<file path="config.mk">
export PLATFORM = sky130hd
export DESIGN_NAME = line_follow_pid_motor_mix_flat
export DESIGN_NICKNAME = d
export VERILOG_FILES = /design/src/design/lfpm_pkg.sv /design/src/design/lfpm_channels.sv /design/src/design/line_follow_pid_motor_mix.sv /design/src/flat_wrapper.sv
export SDC_FILE = /design/constraint.sdc
export NUM_CORES = 2
export LEC_CHECK = 0
export BUFFER_PORTS_ARGS = -buffer_cell sky130_fd_sc_hd__buf_2
export CORE_MARGIN = 2
export CORE_UTILIZATION = 40
export DETAILED_ROUTE_END_ITERATION = 8
export PLACE_DENSITY = 0.53
export SLEW_MARGIN = 5
export SYNTH_ARGS = -nofsm -noshare
export SYNTH_HDL_FRONTEND = slang
export SYNTH_SLANG_ARGS = --single-unit
export TNS_END_PERCENT = 100
</file>
<file path="constraint.sdc">
create_clock -name clk -period 14 [get_ports clk]
set_input_delay 2.8 -clock clk [delete_from_list [all_inputs] [get_ports clk]]
set_output_delay 2.8 -clock clk [all_outputs]
set_load 0.01 [all_outputs]
</file>
<file path="src/design/lfpm_pkg.sv">
`timescale 1ns / 1ps
// shared types, widths, register codes and reset values for the line follow pid motor mix
package lfpm_pkg;

  // payload and register widths
  localparam int POS_BITS       = 13;
  localparam int GAIN_BITS      = 16;
  localparam int SPEED_BITS     = 8;
  localparam int DUTY_BITS      = 8;
  localparam int ERR_BITS       = POS_BITS + 1;
  localparam int DER_BITS       = ERR_BITS + 1;
  localparam int CFG_INDEX_BITS = 3;
  localparam int CFG_DATA_BITS  = GAIN_BITS;

  // magnitude limit on the integral before the ki multiply
  localparam int KI_MAG_LIMIT = 32;

  // parameter defaults
  localparam int GAIN_FRAC_BITS_DEF = 12;
  localparam int SUM_BITS_DEF       = 32;

  // register reset values
  localparam logic [GAIN_BITS-1:0]  KP_GAIN_RST    = 16'd328;
  localparam logic [GAIN_BITS-1:0]  KI_GAIN_RST    = 16'd0;
  localparam logic [GAIN_BITS-1:0]  KD_GAIN_RST    = 16'd0;
  localparam logic [POS_BITS-1:0]   TARGET_POS_RST = 13'd3500;
  localparam logic [SPEED_BITS-1:0] BASE_SPEED_RST = 8'd70;
  localparam logic [SPEED_BITS-1:0] MAX_SPEED_RST  = 8'd90;

  typedef enum logic [CFG_INDEX_BITS-1:0] {
    REG_KP_GAIN         = 3'd0,
    REG_KI_GAIN         = 3'd1,
    REG_KD_GAIN         = 3'd2,
    REG_TARGET_POSITION = 3'd3,
    REG_BASE_SPEED      = 3'd4,
    REG_MAX_SPEED       = 3'd5
  } cfg_reg_t;

  typedef struct packed {
    logic                 forward;
    logic [DUTY_BITS-1:0] duty;
  } wheel_out_t;

endpackage

</file>
<file path="src/design/lfpm_channels.sv">
`timescale 1ns / 1ps
// valid/ready channel interfaces for position samples and wheel commands

interface lfpm_sample_if;
  import lfpm_pkg::*;

  logic                valid;
  logic                ready;
  logic [POS_BITS-1:0] line_position;

  modport source (output valid, output line_position, input ready);
  modport sink   (input valid, input line_position, output ready);
endinterface

interface lfpm_result_if;
  import lfpm_pkg::*;

  logic                 valid;
  logic                 ready;
  logic                 left_forward;
  logic [DUTY_BITS-1:0] left_duty;
  logic                 right_forward;
  logic [DUTY_BITS-1:0] right_duty;

  modport source (output valid, output left_forward, output left_duty,
                  output right_forward, output right_duty, input ready);
  modport sink   (input valid, input left_forward, input left_duty,
                  input right_forward, input right_duty, output ready);
endinterface

</file>
<file path="src/design/line_follow_pid_motor_mix.sv">
`timescale 1ns / 1ps
// pid steering controller with differential wheel mix, top level
//
// Takes one line position sample per beat and returns one wheel command beat
// per sample. error = target_position - line_position feeds a saturating
// integral and a derivative against the previous error; the drive
// kp*e + ki*sum + kd*d (gains unsigned with GAIN_FRAC_BITS fraction bits) is
// added to base_speed for the left wheel and subtracted for the right. Each
// wheel speed is truncated toward zero, clamped to +-max_speed and split into
// a direction bit (1 forward, also at zero speed) and an 8-bit duty.
// Throughput is one sample per clock while results are taken; a sample's
// result is offered after it passes the five register stages: error and integral
// (loaded at the accepting edge), gain multiplies, drive sum, wheel mix, and
// the output register. The integral and previous error are updated in the
// accept cycle itself, so samples may follow back to back. Each stage holds
// its beat while the next is full, so the block keeps taking samples while a
// result waits until all five stages are occupied. Write configuration only
// while no sample is in flight.
module line_follow_pid_motor_mix #(
  parameter int GAIN_FRAC_BITS = lfpm_pkg::GAIN_FRAC_BITS_DEF,
  parameter int SUM_BITS       = lfpm_pkg::SUM_BITS_DEF
) (
  input  logic                                clk,
  input  logic                                rst,
  input  logic                                cfg_write,
  input  logic [lfpm_pkg::CFG_INDEX_BITS-1:0] cfg_index,
  input  logic [lfpm_pkg::CFG_DATA_BITS-1:0]  cfg_data,
  lfpm_sample_if.sink                         sample,
  lfpm_result_if.source                       result
);
  import lfpm_pkg::*;

  // integral magnitude is capped before the multiply; any larger ki term
  // already pins both wheels to the speed clamp
  localparam int KI_MAG_BITS  = (SUM_BITS < KI_MAG_LIMIT) ? SUM_BITS : KI_MAG_LIMIT;
  localparam int KI_PROD_BITS = KI_MAG_BITS + GAIN_BITS;
  localparam int KI_TERM_BITS = KI_PROD_BITS + 1;
  localparam int KP_TERM_BITS = GAIN_BITS + 1 + ERR_BITS;
  localparam int KD_TERM_BITS = GAIN_BITS + 1 + DER_BITS;
  localparam int DRIVE_BITS   =
    ((KI_TERM_BITS > KD_TERM_BITS) ? KI_TERM_BITS : KD_TERM_BITS) + 2;
  localparam int BASE_BITS    = SPEED_BITS + GAIN_FRAC_BITS;
  localparam int WHEEL_BITS   =
    ((DRIVE_BITS > BASE_BITS) ? DRIVE_BITS : BASE_BITS) + 2;

  // configuration registers
  logic [GAIN_BITS-1:0]  kp_gain;
  logic [GAIN_BITS-1:0]  ki_gain;
  logic [GAIN_BITS-1:0]  kd_gain;
  logic [POS_BITS-1:0]   target_position;
  logic [SPEED_BITS-1:0] base_speed;
  logic [SPEED_BITS-1:0] max_speed;

  // controller state
  logic [SUM_BITS-1:0]        error_sum;
  logic signed [ERR_BITS-1:0] previous_error;

  // stage valids and advance enables
  logic a_valid, b_valid, c_valid, d_valid, o_valid;
  logic a_en, b_en, c_en, d_en, o_en;
  logic take;

  // stage payloads
  logic signed [ERR_BITS-1:0]     a_err;
  logic signed [DER_BITS-1:0]     a_der;
  logic [SUM_BITS-1:0]            a_sum;
  logic signed [KP_TERM_BITS-1:0] b_kp_term;
  logic signed [KD_TERM_BITS-1:0] b_kd_term;
  logic [KI_PROD_BITS-1:0]        b_ki_prod;
  logic                           b_ki_neg;
  logic signed [DRIVE_BITS-1:0]   c_drive;
  logic signed [WHEEL_BITS-1:0]   d_left;
  logic signed [WHEEL_BITS-1:0]   d_right;

  // accept-cycle arithmetic
  logic signed [ERR_BITS-1:0] err;
  logic signed [DER_BITS-1:0] der;
  logic [SUM_BITS:0]          sum_wide;
  logic [SUM_BITS-1:0]        error_sum_next;

  logic [SUM_BITS-1:0]          sum_mag;
  logic [KI_MAG_BITS-1:0]       ki_mag;
  logic signed [KI_TERM_BITS-1:0] ki_term;
  logic signed [WHEEL_BITS-1:0] base_fixed;
  wheel_out_t                   left_cmd;
  wheel_out_t                   right_cmd;

  // ---------------------------------------------------------------------
  // configuration writes
  // ---------------------------------------------------------------------
  always_ff @(posedge clk) begin
    if (rst) begin
      kp_gain         <= KP_GAIN_RST;
      ki_gain         <= KI_GAIN_RST;
      kd_gain         <= KD_GAIN_RST;
      target_position <= TARGET_POS_RST;
      base_speed      <= BASE_SPEED_RST;
      max_speed       <= MAX_SPEED_RST;
    end else if (cfg_write) begin
      case (cfg_index)
        REG_KP_GAIN:         kp_gain         <= cfg_data[GAIN_BITS-1:0];
        REG_KI_GAIN:         ki_gain         <= cfg_data[GAIN_BITS-1:0];
        REG_KD_GAIN:         kd_gain         <= cfg_data[GAIN_BITS-1:0];
        REG_TARGET_POSITION: target_position <= cfg_data[POS_BITS-1:0];
        REG_BASE_SPEED:      base_speed      <= cfg_data[SPEED_BITS-1:0];
        REG_MAX_SPEED:       max_speed       <= cfg_data[SPEED_BITS-1:0];
        default: ;  // writes to unused indexes are dropped
      endcase
    end
  end

  // ---------------------------------------------------------------------
  // flow control: a stage loads when it is empty or the next one loads
  // ---------------------------------------------------------------------
  assign o_en = !o_valid || result.ready;
  assign d_en = !d_valid || o_en;
  assign c_en = !c_valid || d_en;
  assign b_en = !b_valid || c_en;
  assign a_en = !a_valid || b_en;

  assign sample.ready = a_en;
  assign take         = sample.valid && a_en;

  always_ff @(posedge clk) begin
    if (rst) begin
      a_valid <= 1'b0;
      b_valid <= 1'b0;
      c_valid <= 1'b0;
      d_valid <= 1'b0;
      o_valid <= 1'b0;
    end else begin
      if (a_en) a_valid <= sample.valid;
      if (b_en) b_valid <= a_valid;
      if (c_en) c_valid <= b_valid;
      if (d_en) d_valid <= c_valid;
      if (o_en) o_valid <= d_valid;
    end
  end

  // ---------------------------------------------------------------------
  // stage a: error, derivative and saturating integral
  // ---------------------------------------------------------------------
  assign err = $signed({1'b0, target_position}) - $signed({1'b0, sample.line_position});
  assign der = DER_BITS'(err) - DER_BITS'(previous_error);

  // one guard bit catches overflow; clamp to the signed limits
  assign sum_wide = {error_sum[SUM_BITS-1], error_sum}
                  + {{(SUM_BITS + 1 - ERR_BITS){err[ERR_BITS-1]}}, err};

  always_comb begin
    if (sum_wide[SUM_BITS] == sum_wide[SUM_BITS-1]) begin
      error_sum_next = sum_wide[SUM_BITS-1:0];
    end else if (sum_wide[SUM_BITS]) begin
      error_sum_next = {1'b1, {(SUM_BITS - 1){1'b0}}};
    end else begin
      error_sum_next = {1'b0, {(SUM_BITS - 1){1'b1}}};
    end
  end

  always_ff @(posedge clk) begin
    if (rst) begin
      error_sum      <= '0;
      previous_error <= '0;
    end else if (take) begin
      error_sum      <= error_sum_next;
      previous_error <= err;
    end
  end

  always_ff @(posedge clk) begin
    if (take) begin
      a_err <= err;
      a_der <= der;
      a_sum <= error_sum_next;
    end
  end

  // ---------------------------------------------------------------------
  // stage b: the three gain multiplies, ki on sign and magnitude
  // ---------------------------------------------------------------------
  assign sum_mag = a_sum[SUM_BITS-1] ? (~a_sum + SUM_BITS'(1)) : a_sum;

  generate
    if (SUM_BITS > KI_MAG_BITS) begin : g_ki_cap
      assign ki_mag = (|sum_mag[SUM_BITS-1:KI_MAG_BITS]) ? {KI_MAG_BITS{1'b1}}
                                                         : sum_mag[KI_MAG_BITS-1:0];
    end else begin : g_ki_full
      assign ki_mag = sum_mag;
    end
  endgenerate

  always_ff @(posedge clk) begin
    if (b_en && a_valid) begin
      b_kp_term <= KP_TERM_BITS'($signed({1'b0, kp_gain})) * KP_TERM_BITS'(a_err);
      b_kd_term <= KD_TERM_BITS'($signed({1'b0, kd_gain})) * KD_TERM_BITS'(a_der);
      b_ki_prod <= KI_PROD_BITS'(ki_mag) * KI_PROD_BITS'(ki_gain);
      b_ki_neg  <= a_sum[SUM_BITS-1];
    end
  end

  // ---------------------------------------------------------------------
  // stage c: drive sum
  // ---------------------------------------------------------------------
  assign ki_term = b_ki_neg ? -$signed({1'b0, b_ki_prod}) : $signed({1'b0, b_ki_prod});

  always_ff @(posedge clk) begin
    if (c_en && b_valid) begin
      c_drive <= DRIVE_BITS'(b_kp_term) + DRIVE_BITS'(b_kd_term) + DRIVE_BITS'(ki_term);
    end
  end

  // ---------------------------------------------------------------------
  // stage d: differential mix around the base speed
  // ---------------------------------------------------------------------
  assign base_fixed = $signed(WHEEL_BITS'({base_speed, {GAIN_FRAC_BITS{1'b0}}}));

  always_ff @(posedge clk) begin
    if (d_en && c_valid) begin
      d_left  <= base_fixed + WHEEL_BITS'(c_drive);
      d_right <= base_fixed - WHEEL_BITS'(c_drive);
    end
  end

  // ---------------------------------------------------------------------
  // output stage: truncate toward zero, clamp, split into direction and duty
  // ---------------------------------------------------------------------
  function automatic wheel_out_t wheel_split(input logic signed [WHEEL_BITS-1:0] speed,
                                             input logic [SPEED_BITS-1:0] limit);
    logic [WHEEL_BITS-1:0] mag;
    logic [WHEEL_BITS-1:0] whole;
    wheel_out_t            cmd;
    mag   = speed[WHEEL_BITS-1] ? (~speed + WHEEL_BITS'(1)) : speed;
    whole = mag >> GAIN_FRAC_BITS;
    if (whole > WHEEL_BITS'(limit)) begin
      cmd.duty = DUTY_BITS'(limit);
    end else begin
      cmd.duty = whole[DUTY_BITS-1:0];
    end
    // zero speed reads as forward
    cmd.forward = !(speed[WHEEL_BITS-1] && (cmd.duty != '0));
    return cmd;
  endfunction

  assign left_cmd  = wheel_split(d_left, max_speed);
  assign right_cmd = wheel_split(d_right, max_speed);

  assign result.valid = o_valid;

  always_ff @(posedge clk) begin
    if (o_en && d_valid) begin
      result.left_forward  <= left_cmd.forward;
      result.left_duty     <= left_cmd.duty;
      result.right_forward <= right_cmd.forward;
      result.right_duty    <= right_cmd.duty;
    end
  end

endmodule
</file>
<file path="src/flat_wrapper.sv">
// flat-port wrapper written by rule: the top's interface ports become plain ports
module line_follow_pid_motor_mix_flat import lfpm_pkg::*;
#(
  parameter int GAIN_FRAC_BITS = lfpm_pkg::GAIN_FRAC_BITS_DEF,
  parameter int SUM_BITS       = lfpm_pkg::SUM_BITS_DEF
)
  (clk, rst, cfg_write, cfg_index, cfg_data, sample_valid, sample_line_position, sample_ready, result_valid, result_left_forward, result_left_duty, result_right_forward, result_right_duty, result_ready);
  lfpm_sample_if sample_i ();
  lfpm_result_if result_i ();
  input  logic clk;
  input  logic rst;
  input  logic cfg_write;
  input  logic [lfpm_pkg::CFG_INDEX_BITS-1:0] cfg_index;
  input  logic [lfpm_pkg::CFG_DATA_BITS-1:0] cfg_data;
  input wire logic [$bits(sample_i.valid)-1:0] sample_valid;
  input wire logic [$bits(sample_i.line_position)-1:0] sample_line_position;
  output wire logic [$bits(sample_i.ready)-1:0] sample_ready;
  output wire logic [$bits(result_i.valid)-1:0] result_valid;
  output wire logic [$bits(result_i.left_forward)-1:0] result_left_forward;
  output wire logic [$bits(result_i.left_duty)-1:0] result_left_duty;
  output wire logic [$bits(result_i.right_forward)-1:0] result_right_forward;
  output wire logic [$bits(result_i.right_duty)-1:0] result_right_duty;
  input wire logic [$bits(result_i.ready)-1:0] result_ready;
  assign sample_i.valid = sample_valid;
  assign sample_i.line_position = sample_line_position;
  assign sample_ready = sample_i.ready;
  assign result_valid = result_i.valid;
  assign result_left_forward = result_i.left_forward;
  assign result_left_duty = result_i.left_duty;
  assign result_right_forward = result_i.right_forward;
  assign result_right_duty = result_i.right_duty;
  assign result_i.ready = result_ready;
  line_follow_pid_motor_mix #(.GAIN_FRAC_BITS(GAIN_FRAC_BITS), .SUM_BITS(SUM_BITS)) u_core (.clk(clk), .rst(rst), .cfg_write(cfg_write), .cfg_index(cfg_index), .cfg_data(cfg_data), .sample(sample_i), .result(result_i));
endmodule
</file>
; After elaboration in Yosys (flattened, before gate mapping)
; Index checks and enable logic that the tools add are counted.
[totals]
regBits = 476
input_bits = 37
output_inout_bits = 20
word_cells = 88
[op_classes]
add_sub_neg = 11
n_mul = 3
order_cmp = 2
eq_ne = 6
muxes = 8
n_bitwise = 3
reduce_logical = 28
[ops]
columns = cell, count
row1 = adder 53 x 2 -> 53 bit (second input constant), 2
row2 = two-way mux 53 bit, 2
row3 = inverter 53 bit, 2
row4 = two-way mux 32 bit, 3
row5 = > comparator 41 x 8 -> 1 bit, 2
row6 = adder 21 x 51 -> 52 bit, 1
row7 = subtractor 21 x 51 -> 52 bit, 1
row8 = adder 33 x 49 -> 50 bit, 1
row9 = two-way mux 49 bit, 1
row10 = negation 48 -> 49 bit, 1
row11 = multiplier 32 x 16 -> 48 bit, 1
row12 = adder 31 x 32 -> 33 bit, 1
row13 = adder 32 x 14 -> 33 bit, 1
row14 = adder 32 x 1 -> 32 bit (second input constant), 1
row15 = multiplier 17 x 15 -> 32 bit, 1
row16 = inverter 32 bit, 1
row17 = multiplier 17 x 14 -> 31 bit, 1
row18 = two-way mux 8 bit, 2
row19 = nonzero test 8 bit, 2
row20 = subtractor 14 x 14 -> 15 bit, 1
row21 = subtractor 13 x 13 -> 14 bit, 1
row22 = AND reduction 2 bit, 6
row23 = logical AND 1 bit, 7
row24 = logical NOT 1 bit, 7
row25 = other kinds (6), 12

; Depth between registers and ports, before layout
[logic_depth]
word_depth = 8
ltp_mapped = 34
ltp_nobuf = 33

; Worst setup path before layout
; OpenSTA, ideal clock, no wires.
[synth_timing]
kind = input-to-reg
startpoint = in result_ready
endpoint = reg u_core.b_kd_term[0] (enable)
setup_ns = 0.754
arrival_time_ns = 11.203
required_ns = 13.246
path_slack_ns = 2.043
path_stages = 3
n_path_buf = 0
path_cell_list = nor2b_1 and3_1 a21boi_0
[synth_via]
elab_chain_len = 5
[synth_rtl]
columns = element, line
row1 = from (decl), flat_wrapper.sv:23  ; input wire logic [$bits(result_i.ready)-1:0] result_ready;
row2 = logical OR 1 bit, line_follow_pid_motor_mix.sv:115  ; assign o_en = !o_valid || result.ready;
row3 = logical OR 1 bit, line_follow_pid_motor_mix.sv:116  ; assign d_en = !d_valid || o_en;
row4 = logical OR 1 bit, line_follow_pid_motor_mix.sv:117  ; assign c_en = !c_valid || d_en;
row5 = logical OR 1 bit, line_follow_pid_motor_mix.sv:118  ; assign b_en = !b_valid || c_en;
row6 = logical AND 1 bit, line_follow_pid_motor_mix.sv:193  ; if (b_en && a_valid) begin
row7 = to (signal assigned), line_follow_pid_motor_mix.sv:195  ; b_kd_term <= KD_TERM_BITS'($signed({1'b0, kd_gain})) * KD_TERM_BITS'(a_der);
row8 = to (decl), line_follow_pid_motor_mix.sv:68  ; logic signed [KD_TERM_BITS-1:0] b_kd_term;
; No other way between the ends.
; A chain may end at the register's enable or synchronous reset.

; Worst setup path after layout
[layout_timing]
startpoint = reg u_core.a_sum[10]
endpoint = reg u_core.b_ki_prod[46], data pin
[layout_via]
elab_chain_len = 4
[layout_rtl]
columns = element, line
row1 = from (decl), line_follow_pid_motor_mix.sv:66  ; logic [SUM_BITS-1:0] a_sum;
row2 = from (signal assigned), line_follow_pid_motor_mix.sv:174  ; a_sum <= error_sum_next;
row3 = inverter 32 bit, line_follow_pid_motor_mix.sv:181  ; assign sum_mag = a_sum[SUM_BITS-1] ? (~a_sum + SUM_BITS'(1)) : a_sum;
row4 = adder 32 x 1 -> 32 bit, line_follow_pid_motor_mix.sv:181
row5 = two-way mux 32 bit (*), line_follow_pid_motor_mix.sv:181
row6 = multiplier 32 x 16 -> 48 bit (*), line_follow_pid_motor_mix.sv:196  ; b_ki_prod <= KI_PROD_BITS'(ki_mag) * KI_PROD_BITS'(ki_gain);
row7 = to (signal assigned), line_follow_pid_motor_mix.sv:196
row8 = to (decl), line_follow_pid_motor_mix.sv:69  ; logic [KI_PROD_BITS-1:0] b_ki_prod;
; Mark *: on every way between the ends. The rest lies on a longest branch, timed or not.

==> results.toml <==
[detailed_routing]
drt_wl_total_um = 161400
dr_total_vias = 43160
ant_nets = 0
drt_first_pass_iters = 5
vias_per_cell = 5.205
routedWlPerCell_um = 19.46
drtIter0Drc = 2776
drc = 0

[power]
p_leak_uw = 0.02916
power_density_nw_per_um2 = 139.3
ir_drop_v = 0.0001411

[die]
die_y_um = 387.8
fp.coreArea_um2 = 145900
dieWidth_um = 387.8
rows = 140
ios = 57
start_util = 0.4038
dieArea_um2 = 150400

[sta]
clock_skew_ns = 0.06141
maxSlewHeadroom = 0.1792
finalHoldViolCount = 0
post-route-period-util = 0.6615
max_freq_mhz = 108.0
fin_tns_setup_ns = 0
setup-violations-final = 0
rsz0062_at_grt = "no"
setup_ws_ns = 4.739
period_minus_slack_ns = 9.261
maxSlewViolCount = 0
worstMarginPinSlew_ns = 1.225

[logic_synthesis]
synth_cells = 6358
netlist_area_um2 = 58910
async_reset_ff_frac = 0
synthFlopType = "edfxtp_1"
avgSynthCellArea_um2 = 9.266
ys_seq_area_frac = 0.2188
syn_nets = 7702
yosys_register_bits = 472
yosysWarnings = 0
synth_edf_count = 344
synthDistinctLibCells = 82

[clocking]
cts_tree = "built"
cts_resized = 0
clk_pin_slew_ns = 0.06
cts_buffers = 57
postCtsSetupBuffers = 0
htreeDepth = 2
clk_latency_ns = 0.68
cts-root-buf = "clkbuf_16"
cts.sinks = 472
cts_buffer_depth = 3
cts_hold_buffers = 0

[global_route]
grt_pass1_wl_um = 256900
grt_max_degree = 83
grt_pass1_vias = 44790
antenna_found_initial = 13
top_usage_layer = "met2"
track_usage = 0.2177
overflow = 0
grt_use_met2 = 0.3558
met1_usage = 0.3042
use_met3 = 0.02876

[setup_path]
timing.rr.end = "u_core.b_ki_prod[46]$_DFFE_PP_"
critPathTopFamily = "adder cells"
cp-end-kind = "flop"
worstPathArrival_ns = 9.68
cp_common_cell = "fa_1"
required_ns = 14.42
critPathLaunchType = "flop"
timing.rr.start = "u_core.a_sum[10]$_DFFE_PP_"
max_stage_delay_ns = 0.58
slowest_stage = "fa_1"
reg2regPathDepth = 25
worstSetupPathType = "flop to flop"
path_buf_inv = 4
cp_max_fo = 16
r2r_slack_ns = 4.74
cp-startpoint = "u_core.a_sum[10]$_DFFE_PP_"

[cells_and_area]
syn_to_final_growth_pct = 7.773
stdcell_area_um2 = 63490
nNetsFinal = 7668
layout-drive-gt1-share = 0.04629

[worst_hold_path]
min_path_cells = 2
hold_path_end = "u_core.ki_gain[5]$_SDFFE_PP0P_"
min_path_type = "flop to flop"
hold_start = "u_core.ki_gain[5]$_SDFFE_PP0P_"

[place]
place_ws_ns = 4.720
place_congestion = 0.8726
dp_hpwl_um = 127400
numPortBuffers = 56
placed_cell_area_um2 = 61450

[run_status]
outcome = "finished clean"

[job]
maxCapViolCount = 0
-- routing by layer --
layer  part of all wire  routed length (um)  up-vias
met3              0.050                8132      225
met5            0.00017                  27        -
met1               0.46               74800    21530
li1                   -                   -    20360
met2               0.46               73920     1046
met4              0.028                4471        4
-- tightest hold or removal path: cells and delay by family, from the launching register on --
kind / cells / cell delay [ns]
DFF: 1 / 0.31
and+or+nand+nor: 1 / 0.05
AOI/OAI and AO/OA: 1 / 0.05
-- synthesized netlist by cell type (all sizes together) (5+ instances only) --
| library cell | number | share of area |
|---|---|---|
| a2111oi | 9 | 0.0013 |
| a211oi | 22 | 0.0028 |
| a21boi | 17 | 0.0022 |
| a21o | 95 | 0.012 |
| a21oi | 279 | 0.024 |
| a311oi | 5 | 0.00074 |
| a31oi | 17 | 0.0018 |
| a41oi | 5 | 0.00074 |
| and2 | 415 | 0.044 |
| and3 | 26 | 0.0028 |
| and4 | 7 | 0.0010 |
| buf | 7 | 0.00072 |
| clkbuf | 221 | 0.014 |
| dfxtp | 128 | 0.043 |
| edfxtp | 344 | 0.18 |
| fa | 819 | 0.28 |
| ha | 488 | 0.10 |
| inv | 1073 | 0.068 |
| maj3 | 6 | 0.0010 |
| mux2i | 7 | 0.0012 |
| nand2 | 906 | 0.058 |
| nand2b | 55 | 0.0060 |
| nand3 | 69 | 0.0059 |
| nand3b | 24 | 0.0031 |
| nand4 | 28 | 0.0030 |
| nand4b | 6 | 0.00089 |
| nor2 | 250 | 0.016 |
| nor2b | 37 | 0.0039 |
| nor3 | 77 | 0.0066 |
| nor4 | 53 | 0.0062 |
| o2111ai | 5 | 0.00074 |
| o211ai | 13 | 0.0017 |
| o21a | 42 | 0.0054 |
| o21ai | 186 | 0.016 |
| o21bai | 34 | 0.0043 |
| o221ai | 9 | 0.0013 |
| o22ai | 13 | 0.0014 |
| o31a | 14 | 0.0021 |
| o31ai | 34 | 0.0043 |
| o41ai | 21 | 0.0034 |
| or2 | 20 | 0.0021 |
| or3 | 38 | 0.0042 |
| or4 | 24 | 0.0032 |
| xnor2 | 230 | 0.034 |
| xor2 | 128 | 0.019 |
-- kinds of logic (layout without fill, tap and decap cells) --
kind of cell	after synthesis	in the layout	share of synthesized area
muxes	9	9	0.001572
adders and majority gates	1313	1313	0.3830
DFF	472	472	0.2188
AOI/OAI and AO/OA	863	863	0.09249
buffers and inverters	1301	1316	0.08317
and+or+nand+nor	2042	2042	0.1678
other	0	3	0
xor gates and xnor gates	358	358	0.05322
-- worst max-delay path by stage --
stage,depth (start not counted),to
2_1_floorplan,3,u_core.b_kd_term[0]$_DFFE_PP_
3_3_place_gp,28,u_core.b_ki_prod[46]$_DFFE_PP_
3_5_place_dp,25,u_core.b_ki_prod[46]$_DFFE_PP_
4_1_cts,28,u_core.b_ki_prod[46]$_DFFE_PP_
5_1_grt,28,u_core.b_ki_prod[46]$_DFFE_PP_
6_report,25,u_core.b_ki_prod[46]$_DFFE_PP_
-- flip-flops by register name, summed over array words and instances (netlist names), 15 cells and up --
| register | count |
|---|---|
| u_core.a_der | 15 |
| u_core.d_left | 51 |
| u_core.c_drive | 50 |
| u_core.b_kd_term | 32 |
| u_core.b_kp_term | 31 |
| u_core.ki_gain | 16 |
| u_core.d_right | 52 |
| u_core.kp_gain | 16 |
| u_core.kd_gain | 16 |
| u_core.b_ki_prod | 48 |
| u_core.a_sum | 32 |
| u_core.error_sum | 32 |
-- where the power goes --
| group | total (uW) | internal, uW | switching [uW] |
|---|---|---|---|
| Combinational | 4980 | 1880 | 3100 |
| Sequential | 2280 | 1960 | 320 |
| Clock | 1590 | 944 | 645 |
-- metrics by stage --
step | total power [uW] | cells | util | hold WS, ns
after floorplan | 5689 | 6358 | - | 0.4291
after global placement | 7234 | 8182 | 0.4211 | 0.4394
after detailed placement | 7269 | 8182 | 0.4211 | 0.4473
after CTS | 8915 | 8290 | 0.4351 | 0.4555
after global routing | 9607 | 8291 | 0.4351 | 0.4668
final | 8843 | 8293 | 0.4351 | 0.4517
-- final cells by class --
cell class | instances | area [um^2]
diodes | 3 | 7.507
clock buffers | 74 | 1560
clock inverters | 34 | 475.5
fillers | 14240 | 82420
inverters | 1073 | 4029
multi-input cells | 4585 | 41240
flip-flops and latches | 472 | 12900
well taps | 1917 | 2399
repair buffers | 135 | 875.8
-- cell usage in the layout, fill, tap and decap left out, types with 24 or more instances in the layout --
cell type / instances
a21o_1: 95
a21oi_1: 279
and2_1: 415
and3_1: 26
buf_2: 55
buf_4: 80
clkbuf_16: 57
dfxtp_1: 119
edfxtp_1: 344
fa_1: 819
ha_1: 488
inv_1: 1072
nand2_1: 906
nand2b_1: 54
nand3_1: 69
nand3b_1: 24
nand4_1: 28
nor2_1: 248
nor2b_1: 36
nor3_1: 76
nor4_1: 50
o21a_1: 42
o21ai_0: 182
o21bai_1: 34
o31ai_1: 34
or3_1: 36
xnor2_1: 219
xor2_1: 128
Note: power is estimated with default switching activity, not from simulation.
